<file path="config.mk">
export PLATFORM = sky130hd
export DESIGN_NAME = nan_skipping_mean_difference
export DESIGN_NICKNAME = d
export VERILOG_FILES = /design/src/rtl/nsmd_pkg.sv /design/src/rtl/nsmd_datapath.sv /design/src/rtl/nsmd_controller.sv /design/src/rtl/nan_skipping_mean_difference.sv
export VERILOG_INCLUDE_DIRS = /design/src /design/src/rtl
export SDC_FILE = /design/constraint.sdc
export NUM_CORES = 1
export LEC_CHECK = 0
export BUFFER_PORTS_ARGS = -buffer_cell sky130_fd_sc_hd__buf_4
export CAP_MARGIN = 10
export CORE_MARGIN = 5
export CORE_UTILIZATION = 40
export DETAILED_ROUTE_END_ITERATION = 16
export GPL_TIMING_DRIVEN = 0
export PLACE_DENSITY = 0.57
export SYNTH_ARGS = -nofsm -noshare
export SYNTH_HDL_FRONTEND = slang
export SYNTH_SLANG_ARGS = --single-unit
</file>
<file path="constraint.sdc">
create_clock -name clk -period 6.1 [get_ports clk]
set_input_delay 0.61 -clock clk [delete_from_list [all_inputs] [get_ports clk]]
set_output_delay 0.61 -clock clk [all_outputs]
set_load 0.01 [all_outputs]
</file>
<file path="src/rtl/nan_skipping_mean_difference_assert.svh">
// ----------------------------------------------------------------------------
// nan_skipping_mean_difference_assert.svh
// Assertion macros for the mean difference RTL.
// ----------------------------------------------------------------------------
`ifndef NAN_SKIPPING_MEAN_DIFFERENCE_ASSERT_SVH
`define NAN_SKIPPING_MEAN_DIFFERENCE_ASSERT_SVH

// Clocked check, suspended while reset is high.
`define NSMD_ASSERT(label, clk, rst, prop, msg) \
  label: assert property (@(posedge clk) disable iff (rst) prop) else $error(msg);

// Clocked check that also holds through reset.
`define NSMD_ASSERT_ALWAYS(label, clk, prop, msg) \
  label: assert property (@(posedge clk) prop) else $error(msg);

`endif

</file>
<file path="src/rtl/nsmd_pkg.sv">
// ----------------------------------------------------------------------------
// nsmd_pkg
// Types and constants for the NaN-skipping mean difference block.
// ----------------------------------------------------------------------------
package nsmd_pkg;

  localparam int DEFAULT_MAX_SAMPLES = 65536;
  localparam int SAMPLE_W            = 32;
  localparam int MEAN_W              = 33;
  localparam int COUNT_W             = 17;

  // One input transaction
  typedef struct packed {
    logic signed [SAMPLE_W-1:0] sample;
    logic                       missing;
    logic                       group;
    logic                       last;
  } item_t;

  // One result transaction
  typedef struct packed {
    logic signed [MEAN_W-1:0] mean_difference;
    logic [COUNT_W-1:0]       count_first;
    logic [COUNT_W-1:0]       count_second;
  } result_t;

  typedef enum logic [2:0] {
    ST_ACCUM,
    ST_LOAD_A,
    ST_DIV_A,
    ST_LOAD_B,
    ST_DIV_B,
    ST_FINISH
  } state_t;

  // Controller to datapath commands
  typedef struct packed {
    logic accept;       // take the input transaction into the accumulators
    logic load_first;   // load divider with first group sum and count
    logic load_second;  // save first mean, load divider with second group
    logic step;         // one restoring division step
    logic finish;       // write result register and clear accumulators
  } ctrl_cmd_t;

  // Datapath to controller status
  typedef struct packed {
    logic out_busy;     // result register holds a transaction not yet taken
  } ctrl_status_t;

endpackage

</file>
<file path="src/rtl/nsmd_datapath.sv">
// ----------------------------------------------------------------------------
// nsmd_datapath
// Per-group accumulators, shared bit-serial divider and result register.
// ----------------------------------------------------------------------------
module nsmd_datapath import nsmd_pkg::*; #(
  parameter int MAX_SAMPLES = DEFAULT_MAX_SAMPLES
) (
  input  logic         clk,
  input  logic         rst,
  input  ctrl_cmd_t    cmd,
  output ctrl_status_t status,
  input  item_t        item,
  output result_t      result,
  output logic         result_valid,
  input  logic         result_ready
);

  localparam int SUM_W = SAMPLE_W + $clog2(MAX_SAMPLES);
  localparam int CNT_W = $clog2(MAX_SAMPLES + 1);

  logic signed [SUM_W-1:0] sum_first;
  logic signed [SUM_W-1:0] sum_second;
  logic [CNT_W-1:0]        tally_first;
  logic [CNT_W-1:0]        tally_second;

  logic [CNT_W-1:0]        rem;
  logic [SUM_W-1:0]        quo;
  logic [CNT_W-1:0]        divisor;
  logic                    neg;
  logic signed [MEAN_W-1:0] mean_first;

  logic [CNT_W:0]          trial;
  logic [CNT_W:0]          trial_sub;
  logic                    trial_ge;
  logic [MEAN_W-1:0]       mag_mean;
  logic signed [MEAN_W-1:0] cur_mean;
  logic signed [SUM_W-1:0] sample_ext;
  logic                    room_first;
  logic                    room_second;

  function automatic logic [SUM_W-1:0] magnitude(input logic signed [SUM_W-1:0] v);
    magnitude = v[SUM_W-1] ? (~v + 1'b1) : v;
  endfunction

  // Division step and signed mean of the current quotient
  always_comb begin
    trial     = {rem, quo[SUM_W-1]};
    trial_sub = trial - {1'b0, divisor};
    trial_ge  = (trial >= {1'b0, divisor});
    mag_mean  = MEAN_W'(quo);
    if (divisor == '0) begin
      cur_mean = '0;
    end else if (neg) begin
      cur_mean = -$signed(mag_mean);
    end else begin
      cur_mean = $signed(mag_mean);
    end
  end

  assign sample_ext  = SUM_W'(item.sample);
  assign room_first  = (tally_first < CNT_W'(MAX_SAMPLES));
  assign room_second = (tally_second < CNT_W'(MAX_SAMPLES));

  // Accumulate non-missing samples while the group has room; clear on reset or when the result is written
  always_ff @(posedge clk) begin
    if (rst || cmd.finish) begin
      sum_first    <= '0;
      sum_second   <= '0;
      tally_first  <= '0;
      tally_second <= '0;
    end else if (cmd.accept && !item.missing) begin
      if (!item.group && room_first) begin
        sum_first   <= sum_first + sample_ext;
        tally_first <= tally_first + 1'b1;
      end
      if (item.group && room_second) begin
        sum_second   <= sum_second + sample_ext;
        tally_second <= tally_second + 1'b1;
      end
    end
  end

  // Divider registers: load a group, then shift one quotient bit per cycle
  always_ff @(posedge clk) begin
    if (cmd.load_first) begin
      quo     <= magnitude(sum_first);
      rem     <= '0;
      divisor <= tally_first;
      neg     <= sum_first[SUM_W-1];
    end else if (cmd.load_second) begin
      mean_first <= cur_mean;
      quo        <= magnitude(sum_second);
      rem        <= '0;
      divisor    <= tally_second;
      neg        <= sum_second[SUM_W-1];
    end else if (cmd.step) begin
      rem <= trial_ge ? trial_sub[CNT_W-1:0] : trial[CNT_W-1:0];
      quo <= {quo[SUM_W-2:0], trial_ge};
    end
  end

  // Result register; hold until the transaction is taken
  always_ff @(posedge clk) begin
    if (rst) begin
      result_valid <= 1'b0;
    end else if (cmd.finish) begin
      result_valid <= 1'b1;
    end else if (result_ready) begin
      result_valid <= 1'b0;
    end
  end

  always_ff @(posedge clk) begin
    if (cmd.finish) begin
      result.mean_difference <= mean_first - cur_mean;
      result.count_first     <= COUNT_W'(tally_first);
      result.count_second    <= COUNT_W'(tally_second);
    end
  end

  assign status.out_busy = result_valid && !result_ready;

endmodule

</file>
<file path="src/rtl/nsmd_controller.sv">
// ----------------------------------------------------------------------------
// nsmd_controller
// Sequences accumulation, the two group divisions and the result write.
// ----------------------------------------------------------------------------
`include "nan_skipping_mean_difference_assert.svh"

module nsmd_controller import nsmd_pkg::*; #(
  parameter int MAX_SAMPLES = DEFAULT_MAX_SAMPLES
) (
  input  logic         clk,
  input  logic         rst,
  input  logic         item_valid,
  input  logic         item_last,
  output logic         item_ready,
  input  ctrl_status_t status,
  output ctrl_cmd_t    cmd
);

  localparam int SUM_W  = SAMPLE_W + $clog2(MAX_SAMPLES);
  localparam int STEP_W = $clog2(SUM_W);

  state_t              state;
  state_t              state_next;
  logic [STEP_W-1:0]   step;
  logic [STEP_W-1:0]   step_next;
  logic                step_done;

  assign step_done = (step == STEP_W'(SUM_W - 1));

  // Next state and step counter
  always_comb begin
    state_next = state;
    step_next  = step;
    case (state)
      ST_ACCUM: begin
        if (item_valid && item_last) begin
          state_next = ST_LOAD_A;
        end
      end
      ST_LOAD_A: begin
        state_next = ST_DIV_A;
        step_next  = '0;
      end
      ST_DIV_A: begin
        step_next = step + 1'b1;
        if (step_done) begin
          state_next = ST_LOAD_B;
        end
      end
      ST_LOAD_B: begin
        state_next = ST_DIV_B;
        step_next  = '0;
      end
      ST_DIV_B: begin
        step_next = step + 1'b1;
        if (step_done) begin
          state_next = ST_FINISH;
        end
      end
      ST_FINISH: begin
        if (!status.out_busy) begin
          state_next = ST_ACCUM;
        end
      end
      default: begin
        state_next = ST_ACCUM;
      end
    endcase
  end

  // Commands for the datapath
  always_comb begin
    item_ready      = 1'b0;
    cmd             = '0;
    case (state)
      ST_ACCUM: begin
        item_ready = 1'b1;
        cmd.accept = item_valid;
      end
      ST_LOAD_A: cmd.load_first  = 1'b1;
      ST_DIV_A:  cmd.step        = 1'b1;
      ST_LOAD_B: cmd.load_second = 1'b1;
      ST_DIV_B:  cmd.step        = 1'b1;
      ST_FINISH: cmd.finish      = !status.out_busy;
      default: begin
        item_ready = 1'b0;
      end
    endcase
  end

  always_ff @(posedge clk) begin
    if (rst) begin
      state <= ST_ACCUM;
      step  <= '0;
    end else begin
      state <= state_next;
      step  <= step_next;
    end
  end

  `NSMD_ASSERT(a_last_starts_div, clk, rst, (cmd.accept && item_last) |=> (state == ST_LOAD_A), "last transaction did not start division")
  `NSMD_ASSERT(a_step_in_range, clk, rst, (state == ST_DIV_A || state == ST_DIV_B) |-> (step <= STEP_W'(SUM_W - 1)), "division step counter out of range")
  `NSMD_ASSERT(a_finish_returns, clk, rst, (state == ST_FINISH && !status.out_busy) |=> (state == ST_ACCUM), "finish did not return to accumulation")

endmodule

</file>
<file path="src/rtl/nan_skipping_mean_difference.sv">
// After the last transaction is accepted, the two group means are divided in turn by the
//   one-bit-per-cycle divider and the result is written once the result register is free.
// Throughput: one sample per cycle; input is held off during division and the result write.
// The result register lets accumulation resume while a result waits to be taken.
// Reset (synchronous, active high) clears sums, counts, the controller and result valid.
// ----------------------------------------------------------------------------
// nan_skipping_mean_difference
// Difference of two group means over a stream of Q16.16 samples, skipping NaN.
// ----------------------------------------------------------------------------
module nan_skipping_mean_difference import nsmd_pkg::*; #(
  parameter int MAX_SAMPLES = DEFAULT_MAX_SAMPLES
) (
  input  logic    clk,
  input  logic    rst,
  input  logic    item_valid,
  output logic    item_ready,
  input  item_t   item,
  output logic    result_valid,
  input  logic    result_ready,
  output result_t result
);

  ctrl_cmd_t    cmd;
  ctrl_status_t status;

  nsmd_controller #(
    .MAX_SAMPLES (MAX_SAMPLES)
  ) u_controller (
    .clk        (clk),
    .rst        (rst),
    .item_valid (item_valid),
    .item_last  (item.last),
    .item_ready (item_ready),
    .status     (status),
    .cmd        (cmd)
  );

  nsmd_datapath #(
    .MAX_SAMPLES (MAX_SAMPLES)
  ) u_datapath (
    .clk          (clk),
    .rst          (rst),
    .cmd          (cmd),
    .status       (status),
    .item         (item),
    .result       (result),
    .result_valid (result_valid),
    .result_ready (result_ready)
  );

endmodule
</file>
==> out/summary.txt, run 1 <==
status -> completed
max-slew violation count -> 0
vias in the first global route -> 18500
final core occ -> 45.9%
Die Span Y -> 246 um
worst-path fanout max -> 6
Top FF cell, synth -> edfxtp_1
router iterations before antenna repair -> 5
GR Overflow Total -> 0
synth-to-layout area growth -> 13.8%
depth of the CTS H-tree -> 2
setup repair bufs after CTS -> 0
drt total wl -> 64300 um
total power -> 10000 uW
R2R Setup Slk -> 0.71 ns
top cells by count, synth -> nand2_1 (363), a21oi_1 (231), o21ai_0 (198)
initial antenna violation count -> 0
FF-to-FF End -> u_datapath.result[66]$_DFFE_PP_
DP HPWL -> 50800 um
maxcap violations -> 0
pin count of the biggest net entering global routing -> 40
TritonCTS Buffers -> 39
Place WS -> 0.785 ns
final-report hold violation count -> 0
Critical Path Start -> u_datapath.quo[10]$_DFFE_PP_
Core Region -> 55100 um^2
Peak VDD IR -> 0.188 mV
Crit path required time -> 6.39 ns
clock root buffer -> clkbuf_16
first-pass GRT wire length -> 102000 um
Worst Setup Start Kind -> register
worst skew pair latency -> 0.56 ns
RSZ-0062 raised after global routing -> false
GPL Wtd Cong -> 0.972
layout cells sized above 1 -> 9.24%
initial DRC count -> 1409
static leakage -> 0.0103 uW
Post-DRT Antenna Nets -> 0
top-count cell post-synth -> nand2_1
FF-to-FF Start -> u_datapath.quo[10]$_DFFE_PP_
YS warnings -> 0
Post-Syn Area -> 22200 um^2
kind of critical path -> reg -> reg
ys async rst share -> 0%
Post-Synthesis Cells -> 2587
Pwr Density -> 398 nW/um^2
Worst setup endpoint -> u_datapath.result[66]$_DFFE_PP_
number of distinct library cells after synthesis -> 75
Antenna Cells -> 0
Int Pwr -> 6050 uW
Sink Count -> 323
I/O Buffers -> 107
CTS tree -> done
Crit path arrival time -> 5.68 ns
clock group share of total power -> 22.2%
setup TNS -> 0 ns
detailed-route DRC error count -> 0
syn_area_per_cell -> 8.58 um^2
Seq cells post-synth -> 323
DR vias -> 19200
maximum clock frequency -> 0.186 GHz
starting density of the core -> 40.3%
overall routing resource usage -> 20.7%
Synth top area share -> 22.4%
Fin Clk Skew -> 0.0228 ns
P_sw -> 4000 uW
Yosys top cell by area -> edfxtp_1
Worst-path clk slew -> 0.06 ns
syn nets -> 2779
Worst Max-Slew Pin Slew -> 1.16 ns
Final Non-Filler Cells -> 3519
logic gate share of total power -> 45.0%
Worst Reg-to-Reg Cells -> 19
Post-synth EDFFs -> 166
Die W -> 246 um
clock buffer depth -> 3
DP Cell Count -> 3448
routed len/inst -> 18.3 um
synth top area cells -> edfxtp_1 (22%), dfxtp_1 (14%), ha_1 (8.4%)
die area -> 60300 um^2
final worst path period share -> 88.3%
Seq pwr share -> 32.8%
Net Sw Frac -> 39.8%
Final setup viols -> 0
Gates resized, CTS repair -> 0
vias per cell -> 5.46
Setup crit end kind -> register
I/O pins -> 108
worst hold path type -> in -> reg
# nets final -> 2934
max_slew headroom -> 22.4%
Hold Buf Count CTS -> 0
site row count -> 86
Tmin final -> 5.39 ns
worst setup margin -> 0.713 ns
Seq/Total Area, Yosys -> 36.6%
==> how the worst min path moves through the flow <==
stage                                             startpoint                                     end  slack (ns)  cells after the start
finish                                                   rst  u_datapath.sum_second[47]$_SDFFE_PP0P_        0.38                      3
floorplan           u_datapath.tally_second[13]$_SDFFE_PP0P_         u_datapath.result[13]$_DFFE_PP_        0.43                      0
detailed placement  u_datapath.tally_second[13]$_SDFFE_PP0P_         u_datapath.result[13]$_DFFE_PP_        0.46                      0
global placement    u_datapath.tally_second[13]$_SDFFE_PP0P_         u_datapath.result[13]$_DFFE_PP_        0.45                      0
CTS                                                      rst  u_datapath.sum_second[47]$_SDFFE_PP0P_        0.34                      3
global route                                             rst  u_datapath.sum_second[47]$_SDFFE_PP0P_        0.38                      3
==> cell families after synthesis <==
family	Yosys count	share of synthesized area [%]
simple gates	871	18.6
buf+inv	201	3.42
fa+ha+maj	153	8.75
flops	323	36.6
mux	33	1.58
compound gates	749	20.9
xor+xnor	257	10.1
==> critical path, cell delays in order (launching register included) <==
cell and delay [ns]:
edfxtp_1 0.44, or3_1 0.46, or3_1 0.37, or2_2 0.30
or3_1 0.37, or2_2 0.31, o41ai_1 0.38, xnor2_1 0.16
nand2b_1 0.10, ha_1 0.40, a21o_1 0.24, a21oi_1 0.23
inv_1 0.06, a21oi_1 0.17, o21ai_0 0.11, a21o_1 0.18
a221o_1 0.37, a21o_1 0.18, a21oi_1 0.17, xnor2_1 0.11
==> cell usage in the layout (no fill, tap or decap), types with 19 or more instances in the layout <==
master / instances
nand2_1: 363
a21o_1: 96
or2_2: 42
and3_1: 23
edfxtp_1: 166
o21ai_0: 198
clkbuf_1: 104
nand3_1: 63
inv_1: 96
nor2_1: 152
xnor2_1: 124
nand2b_1: 27
o21a_1: 21
nor2b_1: 23
nand4_1: 26
a21oi_1: 231
a211oi_1: 23
dfxtp_1: 157
ha_1: 149
xor2_1: 133
o31ai_1: 42
clkbuf_16: 39
nor3_1: 43
o41ai_1: 19
or3_1: 37
buf_4: 108
==> metal layers <==
layer / up-vias / GRT usage [%] / routed length (um)
li1: 9672 / - / -
met1: 8936 / 28.5 / 29600
met2: 503 / 33.7 / 29100
met3: 114 / 2.83 / 3300
met4: 0 / 7.17 / 2260
met5: - / 0 / 0
==> state kept, by name (all words and copies together), names as in the netlist <==
register                 cells
u_datapath.neg               1
u_datapath.sum_second       48
u_datapath.mean_first       33
u_datapath.result_valid      1
u_datapath.divisor          17
u_datapath.rem              17
u_datapath.result           67
u_datapath.tally_second     17
u_datapath.sum_first        48
u_datapath.quo              48
u_datapath.tally_first      17
u_controller.state           3
u_controller.step            6
==> final cells by class <==
type                            count  area, um^2
Buffer                            104         397
Clock buffer                       51        1030
Clock inverter                     19         169
Fill cell                        5418       29800
Inverter                           97         364
Multi-Input combinational cell   2063       13300
Sequential cell                   323        8130
Tap cell                          748         936
Timing Repair Buffer              114         920
==> stage by stage <==
step	hold WS [ns]	cell area [um^2]
global route	0.376	25300
global placement	0.449	23900
detailed placement	0.462	24100
finish	0.378	25300
floorplan	0.430	22200
CTS	0.344	25300
==> power by group through the flow <==
stage          registers [uW]  clock network (uW)  logic [uW]
2_1_floorplan            3220                   0        3430
3_3_place_gp             3340                   0        4400
3_5_place_dp             3330                   0        4510
4_1_cts                  3290                2290        4540
5_1_grt                  3340                2370        5100
6_report                 3290                2230        4530
Power figures use the tool's default switching activity.
==> inputs of run 2 (changes only) <==
--- a/config.mk
+++ b/config.mk
@@ -15,4 +15,5 @@
 export PLACE_DENSITY = 0.57
 export SYNTH_ARGS = -nofsm -noshare
 export SYNTH_HDL_FRONTEND = slang
+export SYNTH_HIERARCHICAL = 1
 export SYNTH_SLANG_ARGS = --single-unit
==> run 2 against run 1 <==
Net effect:
- power shrank 28%
- sequential cell count is the same
- die area up 1.1%
- clock power rose by 8%
- critical path depth stayed put
- worst hold slack got worse by 0.13 ns
- largest power group is now registers
==> out/summary.txt, run 2 <==
Worst Reg-to-Reg Cells -> 19
GPL Wtd Cong -> 0.916
worst-path fanout max -> 5
Core Region -> 55400 um^2
Antenna Cells -> 0
die area -> 61000 um^2
clock root buffer -> clkbuf_16
setup TNS -> 0 ns
DP HPWL -> 52500 um
Worst Setup Start Kind -> register
Pwr Density -> 283 nW/um^2
Yosys top cell by area -> edfxtp_1
syn nets -> 2843
Seq/Total Area, Yosys -> 36.2%
max incr delay on CP -> 0.51 ns
clock buffer depth -> 3
layout cells sized above 1 -> 7.90%
# nets final -> 2996
final-report hold violation count -> 0
YS warnings -> 6
router iterations before antenna repair -> 5
syn_area_per_cell -> 8.47 um^2
CP dominant cell by count -> or4_4
I/O pins -> 108
overall routing resource usage -> 21.3%
Final setup viols -> 0
most common cell after layout, fill and taps aside -> nand2_1
Peak VDD IR -> 0.152 mV
Post-Syn Area -> 22500 um^2
maximum clock frequency -> 0.181 GHz
Synth top area share -> 22.2%
FF-to-FF End -> u_datapath/result[66]$_DFFE_PP_
top-count cell post-synth -> nand2_1
FF-to-FF Start -> u_datapath/quo[0]$_DFFE_PP_
maxcap violations -> 0
Hold Buf Count CTS -> 0
Largest register FFs -> 67
DP Cell Count -> 3512
pin count of the biggest net entering global routing -> 38
Gates resized, CTS repair -> 0
R2R Setup Slk -> 0.57 ns
top cells by count, synth -> nand2_1 (319), a21oi_1 (274), nor2_1 (200)
largest reg by FF count -> u_datapath/result
setup repair bufs after CTS -> 0
I/O Buffers -> 107
Post-Synthesis Cells -> 2651
hold path depth -> 2
initial antenna violation count -> 0
max-slew violation count -> 0
Seq cells post-synth -> 323
synth-to-layout area growth -> 14.2%
Place WS -> 0.575 ns
Die W -> 247 um
DR vias -> 19800
depth of the CTS H-tree -> 2
Crit path arrival time -> 5.83 ns
hold_sp -> rst
vias in the first global route -> 19000
slowest cell on the critical path -> or3b_2
Critical Path, Cell by Cell -> inv_1 > ha_1 > or3b_2 > or4_4 > or3_1 > or4_4 > or4_4 > o41ai_1 > xor2_1 > or2_1 > ha_1 > nor2b_1 > o21ai_0 > o21ai_0 > nor2_1 > o21ai_1 > a221o_1 > a21oi_1 > xnor2_1
initial DRC count -> 1424
Setup crit end kind -> register
starting density of the core -> 40.5%
Min-Delay Endpoint -> u_datapath/result_valid$_SDFFE_PP0P_
detailed-route DRC error count -> 0
status -> completed
total power -> 7270 uW
drt total wl -> 66700 um
Post-synth EDFFs -> 166
static leakage -> 0.0101 uW
number of fill cells -> 5406
max_slew headroom -> 30.8%
Die Span Y -> 247 um
synth top area cells -> edfxtp_1 (22%), dfxtp_1 (14%), ha_1 (8.3%)
CTS tree -> done
Worst Max-Slew Pin Slew -> 1.02 ns
Worst-path clk slew -> 0.06 ns
ys async rst share -> 0%
Sink Count -> 323
first-pass GRT wire length -> 104000 um
Top FF cell, synth -> edfxtp_1
most frequent cells in the layout -> nand2_1 (318), a21oi_1 (274), nor2_1 (200)
Crit path required time -> 6.40 ns
routed len/inst -> 18.6 um
Tmin final -> 5.53 ns
worst hold path type -> in -> reg
worst setup margin -> 0.570 ns
Post-DRT Antenna Nets -> 0
vias per cell -> 5.53
GR Overflow Total -> 0
number of distinct library cells after synthesis -> 70
final worst path period share -> 90.7%
worst skew pair latency -> 0.56 ns
kind of critical path -> reg -> reg
TritonCTS Buffers -> 38
site row count -> 86
Final Non-Filler Cells -> 3582
Fin Clk Skew -> 0.0198 ns
RSZ-0062 raised after global routing -> false
-- run 2: cell count changes after synthesis, sizes merged, moves of 10 or more --
cell    before  now
o21ai      205  188
inv         97  118
a21o        96   64
a21oi      231  274
xor2       133  148
xnor2      124  107
nand2      363  319
o21bai      17   29
clkbuf      95  105
nor2       153  200
-- run 2: worst max path at each step --
stage | end | from | slack (ns)
2_1_floorplan | u_datapath/result[66]$_DFFE_PP_ | u_datapath/quo[0]$_DFFE_PP_ | 1.03
3_3_place_gp | u_datapath/sum_second[4]$_SDFFE_PP0P_ | u_controller/state[2]$_SDFFE_PP0P_ | -1.04
3_5_place_dp | u_datapath/result[66]$_DFFE_PP_ | u_datapath/quo[0]$_DFFE_PP_ | 0.57
4_1_cts | u_datapath/result[66]$_DFFE_PP_ | u_datapath/quo[0]$_DFFE_PP_ | 0.55
5_1_grt | u_datapath/result[66]$_DFFE_PP_ | u_datapath/quo[0]$_DFFE_PP_ | 0.08
6_report | u_datapath/result[66]$_DFFE_PP_ | u_datapath/quo[0]$_DFFE_PP_ | 0.57
-- run 2: cell type report --
cell class | instances | area [um^2] | share of cell area [%]
timing repair buffer | 113 | 916 | 3.57
sequential | 323 | 8130 | 31.7
multi-input combinational | 2097 | 13500 | 52.6
buffer | 113 | 428 | 1.67
clock inverter | 19 | 214 | 0.834
clock buffer | 51 | 1100 | 4.31
tap | 748 | 936 | 3.65
inverter | 118 | 443 | 1.73
-- run 2: logic make-up (layout without fill, tap and decap cells) --
logic type	count (synthesis)	in the layout	synth area share, %
compound gates	764	764	20.7
xor+xnor	255	255	9.98
flops	323	323	36.2
buf+inv	231	414	3.87
simple gates	886	886	18.7
mux	39	39	1.84
fa+ha+maj	153	153	8.66
-- run 2: routing by layer --
layer | global-route usage, % | part of all wire, % | up-vias
li1 | - | - | 9874
met1 | 29.8 | 47 | 9305
met2 | 34.2 | 44 | 517
met3 | 3.11 | 5.2 | 115
met4 | 6.71 | 3.1 | 0
met5 | 0 | 0 | -
-- run 2: through the flow --
step / cell area [um^2] / hold WS (ns) / utilization (%)
2_1_floorplan: 22500 / 0.448 / -
3_3_place_gp: 24200 / 0.469 / 43.7
3_5_place_dp: 24300 / 0.484 / 43.9
4_1_cts: 25700 / 0.218 / 46.3
5_1_grt: 25700 / 0.230 / 46.3
6_report: 25700 / 0.250 / 46.3
-- run 2: power by group --
group,total (uW),internal (uW),switching (uW)
clock,2400,1450,950
sequential,2700,2510,183
combinational,2170,879,1300
-- run 2: critical path, delay by kind of cell, from the launching register on --
family	cells	cell delay, ns
adders and majority gates	2	0.52
DFF	1	0.44
and+or+nand+nor	8	2.78
xor gates and xnor gates	2	0.21
buffers and inverters	1	0.13
AOI/OAI and AO/OA	6	1.20
